$ cat config.mk
export PLATFORM = sky130hd
export DESIGN_NAME = selective_repeat_sender_window
export DESIGN_NICKNAME = d
export VERILOG_FILES = /design/src/design/srsw_pkg.sv /design/src/design/selective_repeat_sender_window.sv /design/src/design/srsw_ctrl.sv /design/src/design/srsw_dp.sv
export VERILOG_INCLUDE_DIRS = /design/src /design/src/design
export SDC_FILE = /design/constraint.sdc
export NUM_CORES = 1
export LEC_CHECK = 0
export BUFFER_PORTS_ARGS = -buffer_cell sky130_fd_sc_hd__buf_2
export CORE_MARGIN = 2
export CORE_UTILIZATION = 40
export DETAILED_ROUTE_END_ITERATION = 8
export GPL_ROUTABILITY_DRIVEN = 0
export GPL_TIMING_DRIVEN = 0
export REMOVE_ABC_BUFFERS = 1
export SLEW_MARGIN = 40
export SYNTH_ARGS = -nofsm -noshare
export SYNTH_HDL_FRONTEND = slang
export SYNTH_SLANG_ARGS = --single-unit
$ cat constraint.sdc
create_clock -name clk -period 8.75 [get_ports clk]
set_input_delay 1.75 -clock clk [delete_from_list [all_inputs] [get_ports clk]]
set_output_delay 1.75 -clock clk [all_outputs]
set_load 0.02 [all_outputs]
$ cat src/design/assert_macros.svh
// assertion macros used by the top level of the sender window
`ifndef ASSERT_MACROS_SVH
`define ASSERT_MACROS_SVH

// check on every rising edge, quiet while reset is held
`define SRSW_ASSERT(label, prop, msg) \
  label: assert property (@(posedge clk) disable iff (rst) prop) else $error(msg);

// check on every rising edge, reset included
`define SRSW_ASSERT_ALWAYS(label, prop, msg) \
  label: assert property (@(posedge clk) prop) else $error(msg);

`endif

$ cat src/design/srsw_pkg.sv
// shared constants, codes and controller/datapath signal groups
`default_nettype none
package srsw_pkg;

  localparam int WINDOW_MAX = 8;
  localparam int SEQ_BITS   = 16;
  localparam int TIME_BITS  = 16;

  localparam int FIELD_BITS   = 16;
  localparam int WS_BITS      = 4;
  localparam int TIMEOUT_BITS = 16;
  localparam int OP_BITS      = 2;

  localparam int SLOT_BITS = (WINDOW_MAX > 1) ? $clog2(WINDOW_MAX) : 1;
  localparam int CNT_BITS  = $clog2(WINDOW_MAX + 1);
  localparam int CMP_BITS  = ((SEQ_BITS > FIELD_BITS) ? SEQ_BITS : FIELD_BITS) + 2;

  localparam int CFG_INDEX_BITS = 1;
  localparam int CFG_DATA_BITS  = (WS_BITS > TIMEOUT_BITS) ? WS_BITS : TIMEOUT_BITS;

  localparam logic [CFG_INDEX_BITS-1:0] CFG_WINDOW_SIZE = 1'd0;
  localparam logic [CFG_INDEX_BITS-1:0] CFG_TIMEOUT     = 1'd1;

  localparam logic [WS_BITS-1:0]      WINDOW_SIZE_RESET = 4'd1;
  localparam logic [TIMEOUT_BITS-1:0] TIMEOUT_RESET     = 16'd10;

  localparam logic [OP_BITS-1:0] OP_START = 2'd0;
  localparam logic [OP_BITS-1:0] OP_ACK   = 2'd1;
  localparam logic [OP_BITS-1:0] OP_TICK  = 2'd2;

  localparam logic KIND_SEND = 1'b0;
  localparam logic KIND_DONE = 1'b1;

  // commands from controller to datapath
  typedef struct packed {
    logic start;     // load a new buffer, clear the window
    logic ack;       // apply an acknowledgement
    logic tick;      // advance time, clear scan counters
    logic slide;     // shift window by one slot
    logic scan;      // examine one slot, maybe queue a send request
    logic complete;  // queue the buffer complete request
    logic flush;     // hand the queued request out as the last one
  } srsw_cmd_t;

  // status from datapath to controller
  typedef struct packed {
    logic slide_more;
    logic scan_more;
    logic slot_due;
    logic complete_due;
    logic pend_valid;
    logic out_free;
  } srsw_sts_t;

endpackage
`default_nettype wire

$ cat src/design/selective_repeat_sender_window.sv
// top level of the selective-repeat sender window
//
// Sender side of a selective-repeat ARQ over one buffer of numbered frames.
// Each input request carries an operation in s_axis_tuser: start loads the
// frame count and final-buffer flag and clears the window; ack marks a slot
// inside the window acknowledged (or, when negative, forces it to resend);
// tick advances time, slides the window past the acknowledged prefix and
// emits one send request per frame that is unsent, forced or timed out,
// followed by a buffer complete request once every frame is acknowledged.
// Start and ack produce nothing. A tick runs these steps in order: it is
// accepted, slides one slot per step and then sees the slide end, scans one
// slot per step through a single shared elapsed-time compare and then sees
// the scan end, then queues the completion and hands over the last request;
// a stalled output stretches this. The window size register takes effect
// at once, 0 acts as 1 and values above eight act as eight.
`default_nettype none
`include "assert_macros.svh"
module selective_repeat_sender_window (
  input  logic                                clk,
  input  logic                                rst,
  // configuration write port
  input  logic                                cfg_we,
  input  logic [srsw_pkg::CFG_INDEX_BITS-1:0] cfg_index,
  input  logic [srsw_pkg::CFG_DATA_BITS-1:0]  cfg_data,
  // input requests
  input  logic                                s_axis_tvalid,
  output logic                                s_axis_tready,
  input  logic [39:0]                         s_axis_tdata,  // frame_count, final_buffer,
                                                             // ack_seq, ack_negative,
                                                             // ack_corrupt, zero fill
  input  logic [1:0]                          s_axis_tuser,  // operation
  // result requests
  output logic                                m_axis_tvalid,
  input  logic                                m_axis_tready,
  output logic [23:0]                         m_axis_tdata,  // seq_num, end_of_transmission,
                                                             // zero fill
  output logic                                m_axis_tuser,  // kind
  output logic                                m_axis_tlast
);
  import srsw_pkg::*;

  srsw_cmd_t cmd;
  srsw_sts_t sts;

  logic [FIELD_BITS-1:0] out_seq;
  logic                  out_eot;

  // controller: decides which datapath step runs in each cycle
  srsw_ctrl u_ctrl (
    .clk      (clk),
    .rst      (rst),
    .in_valid (s_axis_tvalid),
    .in_op    (s_axis_tuser),
    .in_ready (s_axis_tready),
    .sts      (sts),
    .cmd      (cmd)
  );

  // datapath: window state, scan unit, held request and output register
  srsw_dp u_dp (
    .clk          (clk),
    .rst          (rst),
    .cfg_we       (cfg_we),
    .cfg_index    (cfg_index),
    .cfg_data     (cfg_data),
    .frame_count  (s_axis_tdata[15:0]),
    .final_buffer (s_axis_tdata[16]),
    .ack_seq      (s_axis_tdata[32:17]),
    .ack_negative (s_axis_tdata[33]),
    .ack_corrupt  (s_axis_tdata[34]),
    .cmd          (cmd),
    .sts          (sts),
    .out_ready    (m_axis_tready),
    .out_valid    (m_axis_tvalid),
    .out_kind     (m_axis_tuser),
    .out_seq      (out_seq),
    .out_eot      (out_eot),
    .out_last     (m_axis_tlast)
  );

  // pack the result fields, lowest bits first
  assign m_axis_tdata = {7'd0, out_eot, out_seq};

  // at most one datapath step per cycle
  `SRSW_ASSERT_ALWAYS(a_one_cmd, $onehot0(cmd), "more than one datapath command")
  // idle means the held request has been handed out
  `SRSW_ASSERT(a_idle_empty, s_axis_tready |-> !sts.pend_valid, "request held while idle")
  // a queued request never overwrites a result still waiting at the output
  `SRSW_ASSERT(a_no_overrun, (cmd.scan && sts.slot_due && sts.pend_valid) |-> sts.out_free,
    "output overrun")
  // the final hand-over always has something to deliver
  `SRSW_ASSERT(a_flush_has, cmd.flush |-> (sts.pend_valid && sts.out_free),
    "flush without held request")

endmodule
`default_nettype wire

$ cat src/design/srsw_ctrl.sv
// controller state machine: sequences start, ack and tick handling
`default_nettype none
module srsw_ctrl (
  input  logic                             clk,
  input  logic                             rst,
  input  logic                             in_valid,
  input  logic [srsw_pkg::OP_BITS-1:0]     in_op,
  output logic                             in_ready,
  input  srsw_pkg::srsw_sts_t              sts,
  output srsw_pkg::srsw_cmd_t              cmd
);
  import srsw_pkg::*;

  typedef enum logic [2:0] {
    ST_IDLE,
    ST_SLIDE,
    ST_SCAN,
    ST_FIN,
    ST_FLUSH
  } state_t;

  state_t state;
  state_t state_next;
  logic   accept;

  assign in_ready = (state == ST_IDLE);
  assign accept   = in_valid && in_ready;

  always_comb begin
    cmd        = '0;
    state_next = state;
    unique case (state)
      ST_IDLE: begin
        if (accept) begin
          if (in_op == OP_START) begin
            cmd.start = 1'b1;
          end else if (in_op == OP_ACK) begin
            cmd.ack = 1'b1;
          end else if (in_op == OP_TICK) begin
            cmd.tick   = 1'b1;
            state_next = ST_SLIDE;
          end
        end
      end
      ST_SLIDE: begin
        if (sts.slide_more) begin
          cmd.slide = 1'b1;
        end else begin
          state_next = ST_SCAN;
        end
      end
      ST_SCAN: begin
        if (!sts.scan_more) begin
          state_next = ST_FIN;
        end else if (!(sts.slot_due && sts.pend_valid && !sts.out_free)) begin
          cmd.scan = 1'b1;
        end
      end
      ST_FIN: begin
        if (!sts.complete_due) begin
          state_next = ST_FLUSH;
        end else if (!(sts.pend_valid && !sts.out_free)) begin
          cmd.complete = 1'b1;
          state_next   = ST_FLUSH;
        end
      end
      ST_FLUSH: begin
        if (!sts.pend_valid) begin
          state_next = ST_IDLE;
        end else if (sts.out_free) begin
          cmd.flush  = 1'b1;
          state_next = ST_IDLE;
        end
      end
      default: begin
        state_next = ST_IDLE;
      end
    endcase
  end

  always_ff @(posedge clk) begin
    if (rst) begin
      state <= ST_IDLE;
    end else begin
      state <= state_next;
    end
  end

endmodule
`default_nettype wire

$ cat src/design/srsw_dp.sv
// datapath: window slots, counters, pending request and output register
`default_nettype none
module srsw_dp (
  input  logic                                 clk,
  input  logic                                 rst,
  input  logic                                 cfg_we,
  input  logic [srsw_pkg::CFG_INDEX_BITS-1:0]  cfg_index,
  input  logic [srsw_pkg::CFG_DATA_BITS-1:0]   cfg_data,
  input  logic [srsw_pkg::FIELD_BITS-1:0]      frame_count,
  input  logic                                 final_buffer,
  input  logic [srsw_pkg::FIELD_BITS-1:0]      ack_seq,
  input  logic                                 ack_negative,
  input  logic                                 ack_corrupt,
  input  srsw_pkg::srsw_cmd_t                  cmd,
  output srsw_pkg::srsw_sts_t                  sts,
  input  logic                                 out_ready,
  output logic                                 out_valid,
  output logic                                 out_kind,
  output logic [srsw_pkg::FIELD_BITS-1:0]      out_seq,
  output logic                                 out_eot,
  output logic                                 out_last
);
  import srsw_pkg::*;

  logic [WS_BITS-1:0]      window_size;
  logic [TIMEOUT_BITS-1:0] timeout_ticks;

  logic [SEQ_BITS-1:0]   window_base;
  logic [FIELD_BITS-1:0] buffer_frames;
  logic                  is_final_buffer;
  logic [TIME_BITS-1:0]  tick_now;

  logic [WINDOW_MAX-1:0] slot_sent;
  logic [WINDOW_MAX-1:0] slot_acked;
  logic [WINDOW_MAX-1:0] slot_force;
  logic [TIME_BITS-1:0]  slot_stamp [WINDOW_MAX];

  logic [CNT_BITS-1:0] scan_idx;
  logic [CNT_BITS-1:0] slide_cnt;

  logic                pend_valid;
  logic                pend_kind;
  logic [SEQ_BITS-1:0] pend_seq;
  logic                pend_eot;

  logic [CNT_BITS-1:0]  ws_eff;
  logic [SEQ_BITS-1:0]  ack_seq_w;
  logic [SEQ_BITS-1:0]  ack_off;
  logic                 ack_hit;
  logic [SLOT_BITS-1:0] ack_slot;
  logic [SLOT_BITS-1:0] idx;
  logic [CMP_BITS-1:0]  seq_ext;
  logic [CMP_BITS-1:0]  frames_ext;
  logic [CMP_BITS-1:0]  base_ext;
  logic [TIME_BITS-1:0] elapsed;
  logic                 timed_out;
  logic                 in_buf;
  logic                 slot_due;
  logic                 seq_eot;
  logic                 queue_new;
  logic                 out_push;

  // window size clamped to 1..WINDOW_MAX
  always_comb begin
    if (32'(window_size) > WINDOW_MAX) begin
      ws_eff = CNT_BITS'(WINDOW_MAX);
    end else if (window_size == '0) begin
      ws_eff = CNT_BITS'(1);
    end else begin
      ws_eff = CNT_BITS'(window_size);
    end
  end

  assign ack_seq_w = SEQ_BITS'(ack_seq);
  assign ack_off   = ack_seq_w - window_base;
  assign ack_hit   = !ack_corrupt && (ack_seq_w >= window_base) &&
                     (32'(ack_off) < 32'(ws_eff));
  assign ack_slot  = SLOT_BITS'(ack_off);

  assign idx        = scan_idx[SLOT_BITS-1:0];
  assign base_ext   = CMP_BITS'(window_base);
  assign seq_ext    = base_ext + CMP_BITS'(scan_idx);
  assign frames_ext = CMP_BITS'(buffer_frames);
  assign in_buf     = seq_ext < frames_ext;
  assign elapsed    = tick_now - slot_stamp[idx];
  assign timed_out  = 32'(elapsed) > 32'(timeout_ticks);
  assign slot_due   = in_buf && (!slot_sent[idx] ||
                      (!slot_acked[idx] && (slot_force[idx] || timed_out)));
  assign seq_eot    = is_final_buffer && ((seq_ext + CMP_BITS'(1)) == frames_ext);

  assign queue_new = (cmd.scan && slot_due) || cmd.complete;
  assign out_push  = (queue_new && pend_valid) || cmd.flush;

  assign sts.slide_more   = slot_acked[0] && (slide_cnt < ws_eff);
  assign sts.scan_more    = scan_idx < ws_eff;
  assign sts.slot_due     = slot_due;
  assign sts.complete_due = base_ext >= frames_ext;
  assign sts.pend_valid   = pend_valid;
  assign sts.out_free     = !out_valid || out_ready;

  // configuration registers
  always_ff @(posedge clk) begin
    if (rst) begin
      window_size   <= WINDOW_SIZE_RESET;
      timeout_ticks <= TIMEOUT_RESET;
    end else if (cfg_we) begin
      if (cfg_index == CFG_WINDOW_SIZE) begin
        window_size <= cfg_data[WS_BITS-1:0];
      end else if (cfg_index == CFG_TIMEOUT) begin
        timeout_ticks <= cfg_data[TIMEOUT_BITS-1:0];
      end
    end
  end

  // buffer state, time and sequencing counters
  always_ff @(posedge clk) begin
    if (rst) begin
      window_base     <= '0;
      buffer_frames   <= '0;
      is_final_buffer <= 1'b0;
      tick_now        <= '0;
      scan_idx        <= '0;
      slide_cnt       <= '0;
    end else begin
      if (cmd.start) begin
        buffer_frames   <= frame_count;
        is_final_buffer <= final_buffer;
        window_base     <= '0;
      end
      if (cmd.tick) begin
        tick_now  <= tick_now + TIME_BITS'(1);
        scan_idx  <= '0;
        slide_cnt <= '0;
      end
      if (cmd.slide) begin
        slide_cnt <= slide_cnt + CNT_BITS'(1);
        if (window_base != '1) begin
          window_base <= window_base + SEQ_BITS'(1);
        end
      end
      if (cmd.scan) begin
        scan_idx <= scan_idx + CNT_BITS'(1);
      end
    end
  end

  // slot flags
  always_ff @(posedge clk) begin
    if (rst) begin
      slot_sent  <= '0;
      slot_acked <= '0;
      slot_force <= '0;
    end else if (cmd.start) begin
      slot_sent  <= '0;
      slot_acked <= '0;
      slot_force <= '0;
    end else if (cmd.ack && ack_hit) begin
      if (ack_negative) begin
        slot_force[ack_slot] <= 1'b1;
      end else begin
        slot_acked[ack_slot] <= 1'b1;
      end
    end else if (cmd.slide) begin
      slot_sent  <= slot_sent >> 1;
      slot_acked <= slot_acked >> 1;
      slot_force <= slot_force >> 1;
    end else if (cmd.scan && slot_due) begin
      slot_sent[idx]  <= 1'b1;
      slot_force[idx] <= 1'b0;
    end
  end

  // send time stamps, meaningful only while the sent flag is set
  always_ff @(posedge clk) begin
    if (cmd.slide) begin
      for (int i = 0; i < WINDOW_MAX - 1; i++) begin
        slot_stamp[i] <= slot_stamp[i + 1];
      end
    end else if (cmd.scan && slot_due) begin
      slot_stamp[idx] <= tick_now;
    end
  end

  // one request held back so the last of a tick can be marked
  always_ff @(posedge clk) begin
    if (rst) begin
      pend_valid <= 1'b0;
    end else if (queue_new) begin
      pend_valid <= 1'b1;
    end else if (cmd.flush) begin
      pend_valid <= 1'b0;
    end
  end

  always_ff @(posedge clk) begin
    if (cmd.complete) begin
      pend_kind <= KIND_DONE;
      pend_seq  <= '0;
      pend_eot  <= is_final_buffer;
    end else if (cmd.scan && slot_due) begin
      pend_kind <= KIND_SEND;
      pend_seq  <= SEQ_BITS'(seq_ext);
      pend_eot  <= seq_eot;
    end
  end

  // output register
  always_ff @(posedge clk) begin
    if (rst) begin
      out_valid <= 1'b0;
    end else if (out_push) begin
      out_valid <= 1'b1;
    end else if (out_ready) begin
      out_valid <= 1'b0;
    end
  end

  always_ff @(posedge clk) begin
    if (out_push) begin
      out_kind <= pend_kind;
      out_seq  <= FIELD_BITS'(pend_seq);
      out_eot  <= pend_eot;
      out_last <= cmd.flush;
    end
  end

endmodule
`default_nettype wire
After elaboration in Yosys (flattened, before gate mapping). Memory sizes are Yosys's and may differ from the RTL's. A register that Yosys moved wholly into a read port is not among the register bits. Cells that the tools add are included.

Register bits: 143. Memory bits (writable): 128. Input port bits: 64. Output and inout bits: 28. Word-level logic and storage cells: 183. Memories: 1.

Add/sub/neg operators: 8. $lt $le $gt $ge: 12. Eq/ne operators: 18. Muxes and demuxes: 72. Bitwise gates (word level): 7. Reduce and logical (&&, ||, !) cells: 44.

Memory list: u_dp.slot_stamp (depth 8, width 16, read ports 8, clocked after memory_dff 1, write ports 7, RTL line srsw_dp.sv:36) `logic [TIME_BITS-1:0] slot_stamp [WINDOW_MAX];`.

Operators by type and width (count): $mux 8 (9); $mux 16 (4); $mux 3 (15); $add 16x1->16 const B (2); $ge 16x16->1 (2); $mux 1 (32); $sub 16x16->16 (2); $or 8x8->8 (3); $mux 4 (5); $add 18x1->18 const B (1); $eq 18x16->1 (1); $lt 18x16->1 (1); $add 16x4->17 (1); $gt 16x16->1 (1); $lt 16x4->1 (1); $ne 16x16->1 const B (1); $ne 2x2->1 const B (8); $reduce_or 16->1 (1); $logic_and 1x1->1 (15); $pmux 3 s5 (1); $reduce_bool 2->1 (7); $reduce_and 2->1 (5); $bmux 1 s3 (3); $add 4x1->4 const B (2); 23 further kinds (38).

Logic depth before layout (Yosys ltp).
Word-level depth: 17. Mapped depth: 28. Mapped depth without buffers: 24.

Hierarchy. A second synthesis with hierarchy kept.

Cell total of the unflattened synthesis: 1651. Area, all modules: 16968.8 µm².

By module, submodules not included: srsw_dp (instances 1, cells each 1604, area each 16615.9 µm², seq. area each 6906.6 µm²); srsw_ctrl (instances 1, cells each 38, area each 289.0 µm², seq. area each 60.1 µm²); selective_repeat_sender_window (instances 1, cells each 9, area each 63.8 µm², seq. area each 0.0 µm²).

Worst setup path before layout. No wires, ideal clock.

Kind: reg2reg. Start point: register (tool-made name). End point: register u_dp.out_eot, enable pin. Setup time: 0.421 ns. Data arrival time: 6.678 ns. Required time: 8.329 ns. Setup slack: 1.651 ns. Cell stages (with the launch flop): 25. Buffers on the path: 4. Period minus slack after synthesis: 7.099 ns. Path through: dfxtp_1 clkbuf_1 buf_1 mux4_2 mux2i_1 ha_1 nor2b_1 o21ai_0 a21oi_1 o21a_1 o21ai_0 a21o_1 a31oi_1 o21ai_0 a211oi_1 ha_1 nand4_1 a2111o_1 o2111ai_1 a31oi_1 nor3_1 buf_2 buf_2 nor2_1 o21ai_0.

RTL lines: end signal, assigned (RTL line srsw_dp.sv:222) `out_eot <= pend_eot;`; end, declared (RTL line srsw_dp.sv:20) `output logic out_eot,`.

==> summary.md <==
| Metric | Value |
|---|---|
| Status | `completed` |
| Worst setup path class | `flop to flop` |
| Post-synth ARST share | `0` |
| Post-synth top cells | `nand2_1, edfxtp_1, dfxtp_1, nor2_1, a21oi_1` |
| Max Cap Viol | `0` |
| PwrDens | `approximately 180 nW/um^2` |
| Clock buffer count from CTS | `31` |
| Max Root-Sink Buffers | `3` |
| First-pass GRT wire length | `roughly 65000 microns` |
| Hold-fix buffers, CTS | `0` |
| Die Y | `just over 200 microns` |
| Fill cell count | `~3700` |
| RSZ-0062 raised after global routing | `no` |
| Total chip power | `approximately 3300 uW` |
| Nets@finish | `1811` |
| Post-synth top area cell | `edfxtp_1` |
| Commonest register cell after synthesis | `edfxtp_1` |
| PortBufs | `between 70 and 80` |
| CP Capture Type | `flop` |
| Total gr overflow | `0` |
| Hold Violations, Final | `0` |
| Crit path capture | `u_dp.slot_stamp[0][1]` |
| Multi-input logic area | `~8700 sq um` |
| Reg clk slew, reported paths | `~60 ps` |
| Clock sinks | `~270` |
| Count of pins over their slew limit | `0` |
| ANT cells | `0` |
| Clock Skews | `around 11 ps` |
| Post-CTS Setup Inserts | `0` |
| I/O Pins | `92` |
| Synthesized flop and latch total | `~270` |
| Iteration count of the initial detailed-routing pass | `6` |
| Crit start category | `flop` |
| Clock root buffer | `clkbuf_16` |
| Most common cell in the synthesized netlist | `nand2_1` |
| Drt first-iter violations | `~890` |
| Synthesized area per cell | `10.1 sq um` |
| Post-synthesis sequential area ratio | `0.429` |
| Vias | `approximately 12000` |
| Initial antenna violation count | `0` |
| Worst min-delay path category | `flop to flop` |
| Routed wire per std cell | `roughly 19 microns` |
| Core ar. | `about 40000 sq um` |
| CP required | `around 9000 ps` |
| Resized cells post-CTS | `0` |
| CTS tree | `built` |
| Post-DRT Antenna Nets | `0` |
| Final setup fails | `0` |
| Warnings from Yosys | `0` |
| Row cnt | `73` |
| Critical path peak fanout | `24` |
| R2r worst-path depth | `22` |
| Die Wd | `205 microns` |
| Area Growth Syn to Fin | `12.9%` |
| Largest cells by area after synthesis | `edfxtp_1, dfxtp_1, ha_1` |
| GR Util All Layers | `0.196` |
| Number of synthesized flops with an enable pin | `between 100 and 150` |
| Reg-to-reg endpoint | `u_dp.slot_stamp[0][1]` |
| Vias/cell | `5.62` |
| Initial Util | `0.407` |
| Reg2reg setup slack | `between 1000 and 1500 ps` |
| Die area | `about 42000 sq um` |
| Pleak | `approximately 0.0066 uW` |
| Post-synth top area share | `0.274` |
| F_max | `approximately 0.13 GHz` |
| Post-synthesis instance area | `about 16000 sq um` |
| Max IR drop VDD | `approximately 130 uV` |
| Vias in the first global route | `between 10000 and 15000` |
| Count of cell types in the netlist | `87` |
| Synthesized netlist cell count | `1600` |
| Worst relative slew slack | `0.443` |
| Share of cells above drive strength 1 | `0.190` |
| Worst EP arrival | `a little under 8000 ps` |
| DRC | `0` |
| Worst slew pin tran | `roughly 830 ps` |
| H-tree depth | `1` |
| Clk_lat worst skew | `580 ps` |
| Final period utilization | `0.860` |
| Total wire length | `roughly 41000 microns` |
| Tmin final | `7530 ps` |
| Setup TNS | `0 ps` |
| Detail Placement HPWL | `just under 30000 microns` |
| Sequential Area | `between 6000 and 7000 sq um` |
| Largest net degree at the start of global routing | `70` |
through the flow:
stage | instance area (sq um) | instances | worst slack [ps] | utilization | hold WS, ps
floorplan | 15900 | 1518 | -2470 | - | 400
global placement | 16900 | 2122 | -8210 | 0.424 | 410
detailed placement | 17200 | 2138 | 1290 | 0.432 | 415
CTS | 18300 | 2195 | 1250 | 0.459 | 433
global route | 18300 | 2195 | 755 | 0.459 | 443
finish | 18300 | 2195 | 1220 | 0.459 | 427
how the worst min path moves through the flow:
stage | from | end | slack, ps | depth (start not counted)
final | u_dp.pend_eot | u_dp.out_eot | 430 | 0
after global routing | u_dp.pend_seq[9] | u_dp.out_seq[9] | 440 | 0
after CTS | u_dp.pend_eot | u_dp.out_eot | 430 | 0
after detailed placement | u_dp.pend_eot | u_dp.out_eot | 420 | 0
after global placement | u_dp.pend_eot | u_dp.out_eot | 410 | 0
after floorplan | u_dp.pend_eot | u_dp.out_eot | 400 | 0
state kept, by name (all words and copies together) (netlist names), 3 cells and up, named ones only:
register	flops
u_ctrl.state	3
u_dp.buffer_frames	16
u_dp.out_seq	16
u_dp.pend_seq	16
u_dp.scan_idx	4
u_dp.slide_cnt	4
u_dp.slot_acked	8
u_dp.slot_force	8
u_dp.slot_sent	8
u_dp.slot_stamp	128
u_dp.tick_now	16
u_dp.timeout_ticks	16
u_dp.window_base	16
u_dp.window_size	4
metal layers:
| layer | GRT usage | routed length [microns] | up-vias |
|---|---|---|---|
| met3 | 0.0244 | 2220 | 48 |
| met2 | 0.303 | 18400 | 304 |
| met4 | 0.0519 | 759 | 0 |
| met1 | 0.290 | 20000 | 6018 |
| li1 | - | - | 5964 |
| met5 | 0 | 0 | - |
layout make-up:
type                    count  area share
clock inverters            17      0.0120
multi-input cells        1154       0.473
clock buffers              40      0.0475
well taps                 525      0.0358
flip-flops and latches    274       0.381
inverters                  90      0.0184
repair buffers             95      0.0325
worst max-delay path: stages, from the launching register on:
cell	delay (ps)
dfxtp_4	590
buf_12	250
mux4_2	540
mux2i_1	270
ha_1	280
nor2b_1	120
o21ai_0	220
a21oi_1	140
o21a_1	210
o21ai_0	400
a21o_1	240
a31oi_1	140
o21ai_0	250
a211oi_1	130
ha_1	310
nand4_1	220
a2111o_1	360
o2111ai_1	110
a31oi_1	210
nor3_2	500
buf_4	240
nand3_2	590
nand2_2	780
cell usage in the layout, fill, tap and decap left out, drive strengths merged, types with 6 or more instances in the layout:
master / Yosys / routed
a31oi: 17 / 17
nor3: 19 / 19
nand4: 20 / 20
ha: 98 / 98
and3: 10 / 10
o21ai: 86 / 86
xor2: 22 / 22
nor2b: 12 / 12
a21oi: 114 / 114
inv: 89 / 92
or2: 6 / 6
nand2: 180 / 180
mux4: 38 / 38
mux2: 79 / 79
and2: 6 / 6
buf: 28 / 95
nand2b: 17 / 17
nand3b: 8 / 8
dfxtp: 126 / 126
o21bai: 7 / 7
nor2: 122 / 122
nor4: 9 / 9
conb: 1 / 7
xnor2: 37 / 37
o21a: 15 / 15
nand3: 46 / 46
edfxtp: 148 / 148
a21o: 18 / 18
a211oi: 17 / 17
a311oi: 8 / 8
clkbuf: 60 / 40
or3: 7 / 7
o211ai: 17 / 17
clkinvlp: 0 / 6
mux2i: 41 / 41
where the power goes:
group / switching (uW) / internal, uW
Sequential: 40.6 / 1400
Combinational: 252 / 190
Clock: 554 / 824
Total: 847 / 2410
cell families after synthesis:
logic type      Yosys count  synth area share
xor+xnor                 60            0.0341
simple gates            476             0.140
compound gates          352             0.140
other cells               1          0.000231
flops                   274             0.429
mux                     158             0.133
buf+inv                 178            0.0443
fa+ha+maj               101            0.0792
Note: power is estimated with default switching activity, not from simulation.
